--- src/sv/dsf_pkg.sv ---
// ----------------------------------------------------------------------------
// dsf_pkg
// shared constants and register codes of the damped spring force block
// ----------------------------------------------------------------------------
package dsf_pkg;

  localparam int unsigned DSF_FRAC_BITS       = 16;
  localparam int unsigned DSF_WORD_BITS       = 32;
  localparam int unsigned DSF_STEPS_PER_STAGE = 4;

  // configuration port
  localparam int unsigned DSF_CFG_W      = 31;
  localparam int unsigned DSF_CFG_DATA_W = 32;
  localparam int unsigned DSF_CFG_IDX_W  = 2;

  typedef enum logic [DSF_CFG_IDX_W-1:0] {
    DSF_CFG_STIFFNESS,
    DSF_CFG_DAMPING,
    DSF_CFG_NATURAL_LENGTH
  } dsf_cfg_e;

endpackage

--- src/sv/dsf_sqrt.sv ---
// ----------------------------------------------------------------------------
// dsf_sqrt
// pipelined integer square root, a few result bits per stage
// ----------------------------------------------------------------------------
module dsf_sqrt import dsf_pkg::*; #(
  parameter int unsigned XW  = 68,
  parameter int unsigned PW  = 1,
  parameter int unsigned SPS = DSF_STEPS_PER_STAGE
) (
  input  logic            clk_i,
  input  logic            rst_ni,
  input  logic            in_valid_i,
  output logic            in_ready_o,
  input  logic [XW-1:0]   in_x_i,
  input  logic [PW-1:0]   in_pay_i,
  output logic            out_valid_o,
  input  logic            out_ready_i,
  output logic [XW/2-1:0] out_root_o,
  output logic [PW-1:0]   out_pay_o
);

  localparam int unsigned RW   = XW / 2;
  localparam int unsigned NS   = (RW + SPS - 1) / SPS;
  localparam int unsigned REMW = RW + 1;

  logic [REMW-1:0] rem_q  [NS];
  logic [XW-1:0]   x_q    [NS];
  logic [RW-1:0]   root_q [NS];
  logic [PW-1:0]   pay_q  [NS];
  logic [NS-1:0]   v_q;
  logic [NS:0]     en;

  assign en[NS] = out_ready_i;

  for (genvar k = 0; k < NS; k++) begin : g_stage
    logic [REMW-1:0] rem_s, rem_d;
    logic [XW-1:0]   x_s, x_d;
    logic [RW-1:0]   root_s, root_d;
    logic [PW-1:0]   pay_s;
    logic            v_s;

    if (k == 0) begin : g_first
      assign rem_s  = '0;
      assign x_s    = in_x_i;
      assign root_s = '0;
      assign pay_s  = in_pay_i;
      assign v_s    = in_valid_i;
    end else begin : g_next
      assign rem_s  = rem_q[k-1];
      assign x_s    = x_q[k-1];
      assign root_s = root_q[k-1];
      assign pay_s  = pay_q[k-1];
      assign v_s    = v_q[k-1];
    end

    assign en[k] = ~v_q[k] | en[k+1];

    always_comb begin
      logic [REMW+1:0] r2;
      logic [REMW+1:0] t;
      rem_d  = rem_s;
      x_d    = x_s;
      root_d = root_s;
      r2     = '0;
      t      = '0;
      for (int j = 0; j < SPS; j++) begin
        if (k * SPS + j < RW) begin
          r2 = {rem_d, x_d[XW-1:XW-2]};
          t  = {1'b0, root_d, 2'b01};
          x_d = {x_d[XW-3:0], 2'b00};
          if (r2 >= t) begin
            r2     = r2 - t;
            root_d = {root_d[RW-2:0], 1'b1};
          end else begin
            root_d = {root_d[RW-2:0], 1'b0};
          end
          rem_d = r2[REMW-1:0];
        end
      end
    end

    always_ff @(posedge clk_i or negedge rst_ni) begin
      if (!rst_ni) begin
        v_q[k] <= 1'b0;
      end else if (en[k]) begin
        v_q[k] <= v_s;
      end
    end

    always_ff @(posedge clk_i) begin
      if (en[k]) begin
        rem_q[k]  <= rem_d;
        x_q[k]    <= x_d;
        root_q[k] <= root_d;
        pay_q[k]  <= pay_s;
      end
    end
  end

  assign in_ready_o  = en[0];
  assign out_valid_o = v_q[NS-1];
  assign out_root_o  = root_q[NS-1];
  assign out_pay_o   = pay_q[NS-1];

endmodule

--- config.mk ---
export PLATFORM = sky130hd
export DESIGN_NAME = dsf_sqrt
export DESIGN_NICKNAME = d
export VERILOG_FILES = /design/src/sv/dsf_pkg.sv /design/src/sv/dsf_sqrt.sv
export SDC_FILE = /design/constraint.sdc
export NUM_CORES = 2
export LEC_CHECK = 0
export BUFFER_PORTS_ARGS = -buffer_cell sky130_fd_sc_hd__buf_2
export CORE_MARGIN = 4
export CORE_UTILIZATION = 61
export DETAILED_ROUTE_END_ITERATION = 10
export GPL_TIMING_DRIVEN = 0
export HOLD_SLACK_MARGIN = 0.12
export PLACE_DENSITY = 0.8
export REMOVE_ABC_BUFFERS = 1
export SLEW_MARGIN = 5
export SYNTH_ARGS = -nofsm -noshare
export SYNTH_HDL_FRONTEND = slang
export SYNTH_SLANG_ARGS = --single-unit
--- constraint.sdc ---
create_clock -name clk_i -period 18.2 [get_ports clk_i]
set_input_delay 3.64 -clock clk_i [delete_from_list [all_inputs] [get_ports clk_i]]
set_output_delay 3.64 -clock clk_i [all_outputs]
set_load 0.02 [all_outputs]
==> results.cfg <==
[logic_synthesis]
synth_edf_count = 723
synthFlopType = edfxtp_1
syn_inst = 8743
syn_area_sq_um = 74000
synth_top_area_frac = 0.293
synth_area_per_cell_sq_um = 8.46
synth_area_leaders = edfxtp_1 29%, ha_1 11%, xnor2_1 6.3%
synth_cell_type_count = 134
yosys.area.top_type = edfxtp_1
seq_area_frac_synth = 0.296
async_flop_share = 0.0123
synth_seq_cells = 732
yosys_warnings = 0

[sta]
hold_violations = 0
worst_pin_slew_ns = 1.47
setup_viol = 0
drv_slew = 0
hold_ws_ns = 0.401
max_freq_ghz = 0.0573
period_share = 0.959
fin_skew_ns = 0.0464
final.setup.tns_ns = 0
relSlewSlack = 0.00846
layout_min_cycle_time_ns = 17.46
rsz0062_at_grt = false

[worst_setup_path]
critPathTopFamily = compound AO/OA/AOI/OAI gates
critPathKind = reg -> reg
critPathRequiredTime_ns = 18.64
endpoint_kind = flop
worstPathArrival_ns = 17.91
path_max_fanout = 55
cp_slowest_cell = a2111oi_0
crit_buf_inv = 6
crit_top_cell = ha_1
start_kind = flop
slowest_delay_ns = 0.79

[grt]
grt_max_degree = 69
grt_util_all_layers = 0.337
grt-ovfl-total = 0
first_global_vias = 62342
grt_pass1_wl_microns = 345000
antenna_found_initial = 4

[die]
die_y_microns = 356
ios = 110
fp.dieW_microns = 356
die_area_sq_um = 127000
fp-row-count = 127
start_util = 0.616
fp.coreArea_sq_um = 120000

[power]
p_leak_uw = 0.0335
power_density_nw_per_um2 = 150
ir_drop_uv = 102

[detailed_routing]
vias = 68514
drc = 0
antenna_left = 0
wl_per_cell_microns = 21.5
vias_per_cell = 6.62
firstDrtPassIters = 8
wl_microns = 223000
drt-initial-drc-count = 8242

[placed_design]
dp_cells = 10199
dpl.hpwl_microns = 177000
port-buffer-count = 109
gp_congestion = 0.983

[final_layout]
instances_no_fill = 10345
final_util = 0.655
final_common_cell = a21oi_1
diodes = 0
area_growth_pct = 6.27
layout_common_cells = 813 x a21oi_1, 768 x nand2_1, 728 x nor2_1
drive_gt1_frac = 0.0658
nets = 9373

[clock_network]
clockBufferDepth = 3
cts_num_sinks = 732
cts_made_buffers = 80
clock_latency_ns = 0.71
htree_levels = 3
cts.clk_slew.worst_paths_ns = 0.06
cts_tree = done
ctsRootBufferMaster = clkbuf_16

[flow_run]
cap_violations = 1

[worst_hold_path]
hold_path_class = reg -> reg

[run_status]
status = finished with violations
violations = max-capacitance violations
[synthesized netlist by cell type (21+ instances only)]
cell type	number
o21bai_1	100
or2_2	69
inv_1	444
and4_1	44
mux2i_1	34
o31ai_1	93
or4_1	47
a211oi_1	65
and3_1	106
a31oi_1	99
clkbuf_1	224
nor3_1	254
or3_1	89
o21a_1	98
a21oi_1	813
o211ai_1	66
and2_1	73
nand3_1	221
a21o_1	366
nand2b_1	105
o21ai_0	472
nor3b_1	35
nor2_1	729
mux2_2	92
xor2_1	282
a221oi_1	23
nand4_1	166
buf_1	22
nor4b_1	21
a311oi_1	28
xnor2_1	531
nor4_1	80
a2111oi_0	28
nor2b_1	112
buf_2	28
edfxtp_1	723
o31a_1	32
nand2_1	774
a21boi_0	30
a211o_1	21
ha_1	629
a31o_2	21
nand3b_1	31
[kinds of logic after synthesis]
family                   share of synthesized area
AND/OR/NAND/NOR                              0.210
AO/OA/AOI/OAI                                0.232
XOR/XNOR                                    0.0967
buffers and inverters                       0.0390
flip-flops                                   0.296
adder cells (fa/ha/maj)                      0.106
multiplexers                                0.0203
other                                    0.0000507
[where the power goes]
group | switching, uW | internal [uW]
registers | 425 | 2530
logic | 4540 | 2710
clock network | 729 | 881
total | 5700 | 6120
[metal layers]
| metal | wire length, microns | global-route usage | up-vias | share of wire |
|---|---|---|---|---|
| met5 | 0 | 0 | - | 0 |
| met4 | 8720 | 0.122 | 0 | 0.039 |
| met3 | 20200 | 0.0441 | 457 | 0.091 |
| met2 | 95300 | 0.511 | 3146 | 0.43 |
| met1 | 98400 | 0.492 | 32423 | 0.44 |
| li1 | - | - | 32488 | - |
[metrics by stage]
step,cell area (sq um),power (uW),worst slack [ns]
floorplan,72800,8150,2.77
global placement,75400,9810,-4.90
detailed placement,75900,9980,-1.73
CTS,78600,11600,0.0888
global route,78600,12600,0.0553
finish,78600,11800,0.739
[timing repair]
item	CTS	global route
gates resized for setup	5	9
hold buffers	0	0
setup endpoints to repair	36	95
setup buffers	0	0
gates cloned	0	1
[sequential cells by signal, indices dropped and copies added (netlist names)]
name         flops
g_stage.v_s      8
out_valid_o      1
pay_q            9
rem_q          280
root_q         178
x_q            256
[area by class of cell]
cell class	instances	area [sq um]
clock buffer	85	2020
clock inverter	59	579
fill	10145	41500
inverter	457	1740
multi-input combinational	7271	49400
sequential	732	21900
tap	1612	2020
timing repair buffer	128	968
timing repair inverter	1	5.00
[final timing paths]
kind / startpoint / end / slack (ns) / depth (start not counted)
min in group asynchronous: rst_ni / out_valid_o / 2.89 / 1
worst min-delay path: x_q[0][299] / x_q[0][371] / 0.40 / 0
max in group asynchronous: rst_ni / g_stage[1].v_s / 14.99 / 1
worst max register to register: root_q[0][206] / rem_q[0][273] / 0.74 / 47
worst max-delay path: root_q[0][206] / rem_q[0][273] / 0.74 / 47
worst min register to register: x_q[0][299] / x_q[0][371] / 0.40 / 0
Note: power is estimated with default switching activity, not from simulation.
