## src/sv/dsf_pkg.sv

```systemverilog
// ----------------------------------------------------------------------------
// dsf_pkg
// shared constants and register codes of the damped spring force block
// ----------------------------------------------------------------------------
package dsf_pkg;

  localparam int unsigned DSF_FRAC_BITS       = 16;
  localparam int unsigned DSF_WORD_BITS       = 32;
  localparam int unsigned DSF_STEPS_PER_STAGE = 4;

  // configuration port
  localparam int unsigned DSF_CFG_W      = 31;
  localparam int unsigned DSF_CFG_DATA_W = 32;
  localparam int unsigned DSF_CFG_IDX_W  = 2;

  typedef enum logic [DSF_CFG_IDX_W-1:0] {
    DSF_CFG_STIFFNESS,
    DSF_CFG_DAMPING,
    DSF_CFG_NATURAL_LENGTH
  } dsf_cfg_e;

endpackage

```

## src/sv/dsf_div.sv

```systemverilog
// ----------------------------------------------------------------------------
// dsf_div
// pipelined restoring divider, lanes share one divisor
// ----------------------------------------------------------------------------
module dsf_div import dsf_pkg::*; #(
  parameter int unsigned NL   = 1,
  parameter int unsigned DENW = 34,
  parameter int unsigned QB   = 35,
  parameter int unsigned PW   = 1,
  parameter int unsigned SPS  = DSF_STEPS_PER_STAGE
) (
  input  logic                           clk_i,
  input  logic                           rst_ni,
  input  logic                           in_valid_i,
  output logic                           in_ready_o,
  input  logic [NL-1:0][DENW+QB-1:0]     in_num_i,
  input  logic [DENW-1:0]                in_den_i,
  input  logic [PW-1:0]                  in_pay_i,
  output logic                           out_valid_o,
  input  logic                           out_ready_i,
  output logic [NL-1:0][QB-1:0]          out_quo_o,
  output logic [PW-1:0]                  out_pay_o
);

  // numerator top part must be below the divisor
  localparam int unsigned NW = DENW + QB;
  localparam int unsigned NS = (QB + SPS - 1) / SPS;

  logic [NL-1:0][NW-1:0] wk_q  [NS];
  logic [DENW-1:0]       den_q [NS];
  logic [PW-1:0]         pay_q [NS];
  logic [NS-1:0]         v_q;
  logic [NS:0]           en;

  assign en[NS] = out_ready_i;

  for (genvar k = 0; k < NS; k++) begin : g_stage
    logic [NL-1:0][NW-1:0] wk_s, wk_d;
    logic [DENW-1:0]       den_s;
    logic [PW-1:0]         pay_s;
    logic                  v_s;

    if (k == 0) begin : g_first
      assign wk_s  = in_num_i;
      assign den_s = in_den_i;
      assign pay_s = in_pay_i;
      assign v_s   = in_valid_i;
    end else begin : g_next
      assign wk_s  = wk_q[k-1];
      assign den_s = den_q[k-1];
      assign pay_s = pay_q[k-1];
      assign v_s   = v_q[k-1];
    end

    assign en[k] = ~v_q[k] | en[k+1];

    always_comb begin
      logic [DENW:0] r2;
      logic          qbit;
      wk_d = wk_s;
      r2   = '0;
      qbit = 1'b0;
      for (int l = 0; l < NL; l++) begin
        for (int j = 0; j < SPS; j++) begin
          if (k * SPS + j < QB) begin
            r2   = {wk_d[l][NW-1:QB], wk_d[l][QB-1]};
            qbit = (r2 >= {1'b0, den_s});
            if (qbit) begin
              r2 = r2 - {1'b0, den_s};
            end
            wk_d[l] = {r2[DENW-1:0], wk_d[l][QB-2:0], qbit};
          end
        end
      end
    end

    always_ff @(posedge clk_i or negedge rst_ni) begin
      if (!rst_ni) begin
        v_q[k] <= 1'b0;
      end else if (en[k]) begin
        v_q[k] <= v_s;
      end
    end

    always_ff @(posedge clk_i) begin
      if (en[k]) begin
        wk_q[k]  <= wk_d;
        den_q[k] <= den_s;
        pay_q[k] <= pay_s;
      end
    end
  end

  always_comb begin
    for (int l = 0; l < NL; l++) begin
      out_quo_o[l] = wk_q[NS-1][l][QB-1:0];
    end
  end

  assign in_ready_o  = en[0];
  assign out_valid_o = v_q[NS-1];
  assign out_pay_o   = pay_q[NS-1];

endmodule

```

## config.mk

```make
export PLATFORM = sky130hd
export DESIGN_NAME = dsf_div
export DESIGN_NICKNAME = d
export VERILOG_FILES = /design/src/sv/dsf_pkg.sv /design/src/sv/dsf_div.sv
export SDC_FILE = /design/constraint.sdc
export NUM_CORES = 2
export LEC_CHECK = 0
export BUFFER_PORTS_ARGS = -buffer_cell sky130_fd_sc_hd__buf_2
export CAP_MARGIN = 10
export CORE_MARGIN = 3
export CORE_UTILIZATION = 45
export CTS_BUF_LIST = sky130_fd_sc_hd__clkbuf_4 sky130_fd_sc_hd__clkbuf_8
export CTS_CLUSTER_DIAMETER = 60
export DETAILED_ROUTE_END_ITERATION = 10
export PLACE_DENSITY = 0.58
export SETUP_SLACK_MARGIN = 0.3
export SLEW_MARGIN = 10
export SYNTH_ARGS = -nofsm -noshare
export SYNTH_HDL_FRONTEND = slang
export SYNTH_SLANG_ARGS = --single-unit
```

## constraint.sdc

```tcl
create_clock -name clk_i -period 29 [get_ports clk_i]
set_input_delay 5.8 -clock clk_i [delete_from_list [all_inputs] [get_ports clk_i]]
set_output_delay 5.8 -clock clk_i [all_outputs]
set_load 0.005 [all_outputs]
```

==> results.sh <==
export IMPL_placement_rows=170
export IMPL_yosys_register_bits=877
export IMPL_gr_usage_met3_pct=3.20
export IMPL_synth_main_ff_cell="edfxtp_1"
export IMPL_overflow=0
export IMPL_worst_path_max_fanout=52
export IMPL_reg2regPathDepth=53
export IMPL_fin_skew_ns=0.0736
export IMPL_cpLargestDelayFamily="compound AO/OA/AOI/OAI gates"
export IMPL_cts_root_buf="clkbuf_8"
export IMPL_clkSlewWorstSetupHoldPaths_ns=0.06
export IMPL_synth_edff_count=868
export IMPL_synth_xor_area_share_pct=8.36
export IMPL_finalSetupTns_ns=0
export IMPL_dr_pass1_iters=6
export IMPL_fin_crit_ns=19.77
export IMPL_slew_violations=0
export IMPL_num_vias=84400
export IMPL_outcome="finished clean"
export IMPL_regArea_mm2=0.0263
export IMPL_grtUsageMet1_pct=35.3
export IMPL_layout_nets=12400
export IMPL_worst_pin_slew_ns=1.10
export IMPL_tritoncts="done"
export IMPL_finalWirelength_um=333000
export IMPL_netlist_area_mm2=0.0976
export IMPL_cp_end_kind="flop"
export IMPL_cts_hold_buffers=0
export IMPL_fp_dieW_um=472
export IMPL_hp_class="flop to flop"
export IMPL_hp_start="wk_q[0][21]"
export IMPL_busiest_layer="met2"
export IMPL_clkLatencyLatePin_ns=0.97
export IMPL_critPathBufInv=8
export IMPL_route_detailed_drc=0
export IMPL_synthSimpleGateAreaFrac_pct=14.1
export IMPL_grt_usage_pct=28.9
export IMPL_post_cts_buffers=0
export IMPL_synth_fa_ha_area_share_pct=16.0
export IMPL_rsz0062_at_grt="no"
export IMPL_r2r_slack_ns=11.94
export IMPL_async_flop_share_pct=1.03
export IMPL_drive_gt1_share_pct=10.7
export IMPL_antenna_found_initial=17
export IMPL_finalCritPeriodShare_pct=68.2
export IMPL_area_delta_synth_final_pct=7.40
export IMPL_gr_usage_met2_pct=49.9
export IMPL_gp_congestion=0.965
export IMPL_synth_cell_types=110
export IMPL_num_fill_cells=20300
export IMPL_max_slew_margin_rel_pct=25.5
export IMPL_yosysWarnings=0
export IMPL_io_buffers=145
export IMPL_startpoint_type="input port"
export IMPL_dp_hpwl_um=272000
export IMPL_slowest_stage="and2_1"
export IMPL_wire_per_inst_um=23.7
export IMPL_synth_fp_nets=12200
export IMPL_die_h_um=472
export IMPL_worstPathArrival_ns=20.45
export IMPL_synth_compound_area_share_pct=21.8
export IMPL_cp_required_ns=29.68
export IMPL_setup_violations=0
export IMPL_crit_path_max_incr_delay_ns=0.73
export IMPL_critPathKind="input port to flop"
export IMPL_hold_path_depth=0
export IMPL_grt_pass1_vias=81600
export IMPL_synth_avg_cell_area_um2=8.97
export IMPL_fmax_ghz=0.0506
export IMPL_syn_inst=10900
export IMPL_drt_iter0_drc=6395
export IMPL_cts_made_buffers=165
export IMPL_ys_seq_area_share_pct=26.9
export IMPL_synth_top_family_by_area="compound AO/OA/AOI/OAI gates"
export IMPL_hold_end="wk_q[0][94]"
export IMPL_muxShareOfSynthArea_pct=9.31
export IMPL_final_hold_viol_count=0
export IMPL_postCtsResizedCells=0
export IMPL_cts_max_level=4
export IMPL_cts_sinks=877
export IMPL_core_mm2=0.215
export IMPL_start_util_pct=45.4
export IMPL_viasPerCell=6.02
export IMPL_postRouteAntennaNets=0
export IMPL_grt_pass1_wl_um=495000
export IMPL_reg2reg_from="den_q[0][86]"
export IMPL_multi_input_area_mm2=0.0680
export IMPL_grt_max_degree=85
export IMPL_ios=146
export IMPL_max_cap_violations=0
export IMPL_cts_buffer_depth=3
export IMPL_rr_endpoint="wk_q[0][274]"
export IMPL_die_area_mm2=0.223
flip-flops by register name, indices dropped and copies added, names as in the netlist:
name         count
den_q          272
g_stage.v_s      8
out_valid_o      1
pay_q            9
wk_q           587
through the flow:
stage	instances	worst slack, ns	area [µm²]	util (%)	hold WS [ns]
after floorplan	10900	7.96	97600	-	0.400
after global placement	13700	8.57	101000	47.2	0.401
after detailed placement	13700	8.56	101000	47.2	0.405
after CTS	14000	9.56	105000	48.7	0.381
after global routing	14000	8.09	105000	48.7	0.384
final	14000	9.23	105000	48.7	0.389
layout make-up:
class / count / share of cell area (%)
inverter: 685 / 2.46
antenna: 10 / 0.0239
sequential: 877 / 25.1
multi-input combinational: 9110 / 64.9
clock inverter: 97 / 0.716
clock buffer: 202 / 2.44
timing repair buffer: 190 / 1.03
tap: 2838 / 3.39
layout by cell type, fill, tap and decap left out, types with 36 or more instances in the layout:
cell type / n
a21boi_0: 58
xnor2_1: 658
buf_2: 145
and2_1: 65
nor2_1: 760
nand2b_1: 188
o211ai_1: 56
nand2_1: 645
a21oi_1: 1059
nand4_1: 165
a211oi_1: 100
inv_1: 668
nand3_1: 221
nor4_1: 49
mux2i_1: 82
and4_1: 37
ha_1: 1190
and3_1: 94
nor3_1: 199
a21o_1: 520
o21ai_0: 630
o21a_1: 182
or3_1: 70
clkinv_1: 36
clkbuf_8: 166
a211o_1: 40
o21bai_1: 167
nor2b_1: 162
or2_2: 42
mux2_1: 132
edfxtp_1: 868
o31ai_1: 64
xor2_1: 274
mux2_2: 598
clkbuf_4: 36
a31oi_1: 108
buf_4: 44
kinds of logic after synthesis:
family                   count (synthesis)
multiplexers                           815
XOR/XNOR                               932
adder cells (fa/ha/maj)               1224
buffers and inverters                  892
flip-flops                             877
AO/OA/AOI/OAI                         3344
AND/OR/NAND/NOR                       2795
per-layer routing:
layer  vias to the layer above  wire length (µm)
met5                         -                23
met4                         4             19200
met3                       667             15400
met2                      2429            160000
met1                     40200            138000
li1                      41100                 -
cells in the mapped netlist (29+ instances only):
master,count,area (µm²)
o21a_1,182,1370
inv_1,671,2520
or2_2,42,263
a211o_1,40,350
nor2_1,762,2860
buf_2,58,290
o211ai_1,56,420
and2_1,65,407
o21ai_0,630,3150
nand3_1,224,1120
nand2b_1,189,1180
fa_1,34,681
o31a_1,29,254
a21oi_1,1059,5300
mux2_2,598,6730
a21boi_0,58,435
xor2_1,274,2400
nor3_1,199,996
xnor2_1,658,5760
nand2_1,648,2430
nor2b_1,162,1010
a21o_1,520,3900
and3_1,94,588
a31oi_1,108,676
o21bai_1,168,1260
and4_1,37,324
mux2_1,132,1490
nand4_1,165,1030
ha_1,1190,14900
nor4_1,49,307
or3_1,70,438
edfxtp_1,868,26100
a211oi_1,100,751
clkbuf_1,121,454
o21ai_1,30,150
o31ai_1,64,480
mux2i_1,83,831
worst max-delay path by stage:
stage,startpoint,to,slack (ns),cells after the start
after floorplan,out_ready_i,in_ready_o,7.96,6
after global placement,in_den_i[7],wk_q[0][65],8.57,57
after detailed placement,in_den_i[7],wk_q[0][65],8.56,57
after CTS,in_den_i[7],wk_q[0][65],9.56,57
after global routing,in_den_i[7],wk_q[0][65],8.09,57
final,in_den_i[7],wk_q[0][65],9.23,57
Power is not shown: default switching activity piles up to over one toggle a cycle in this logic, so the estimate is an artifact.
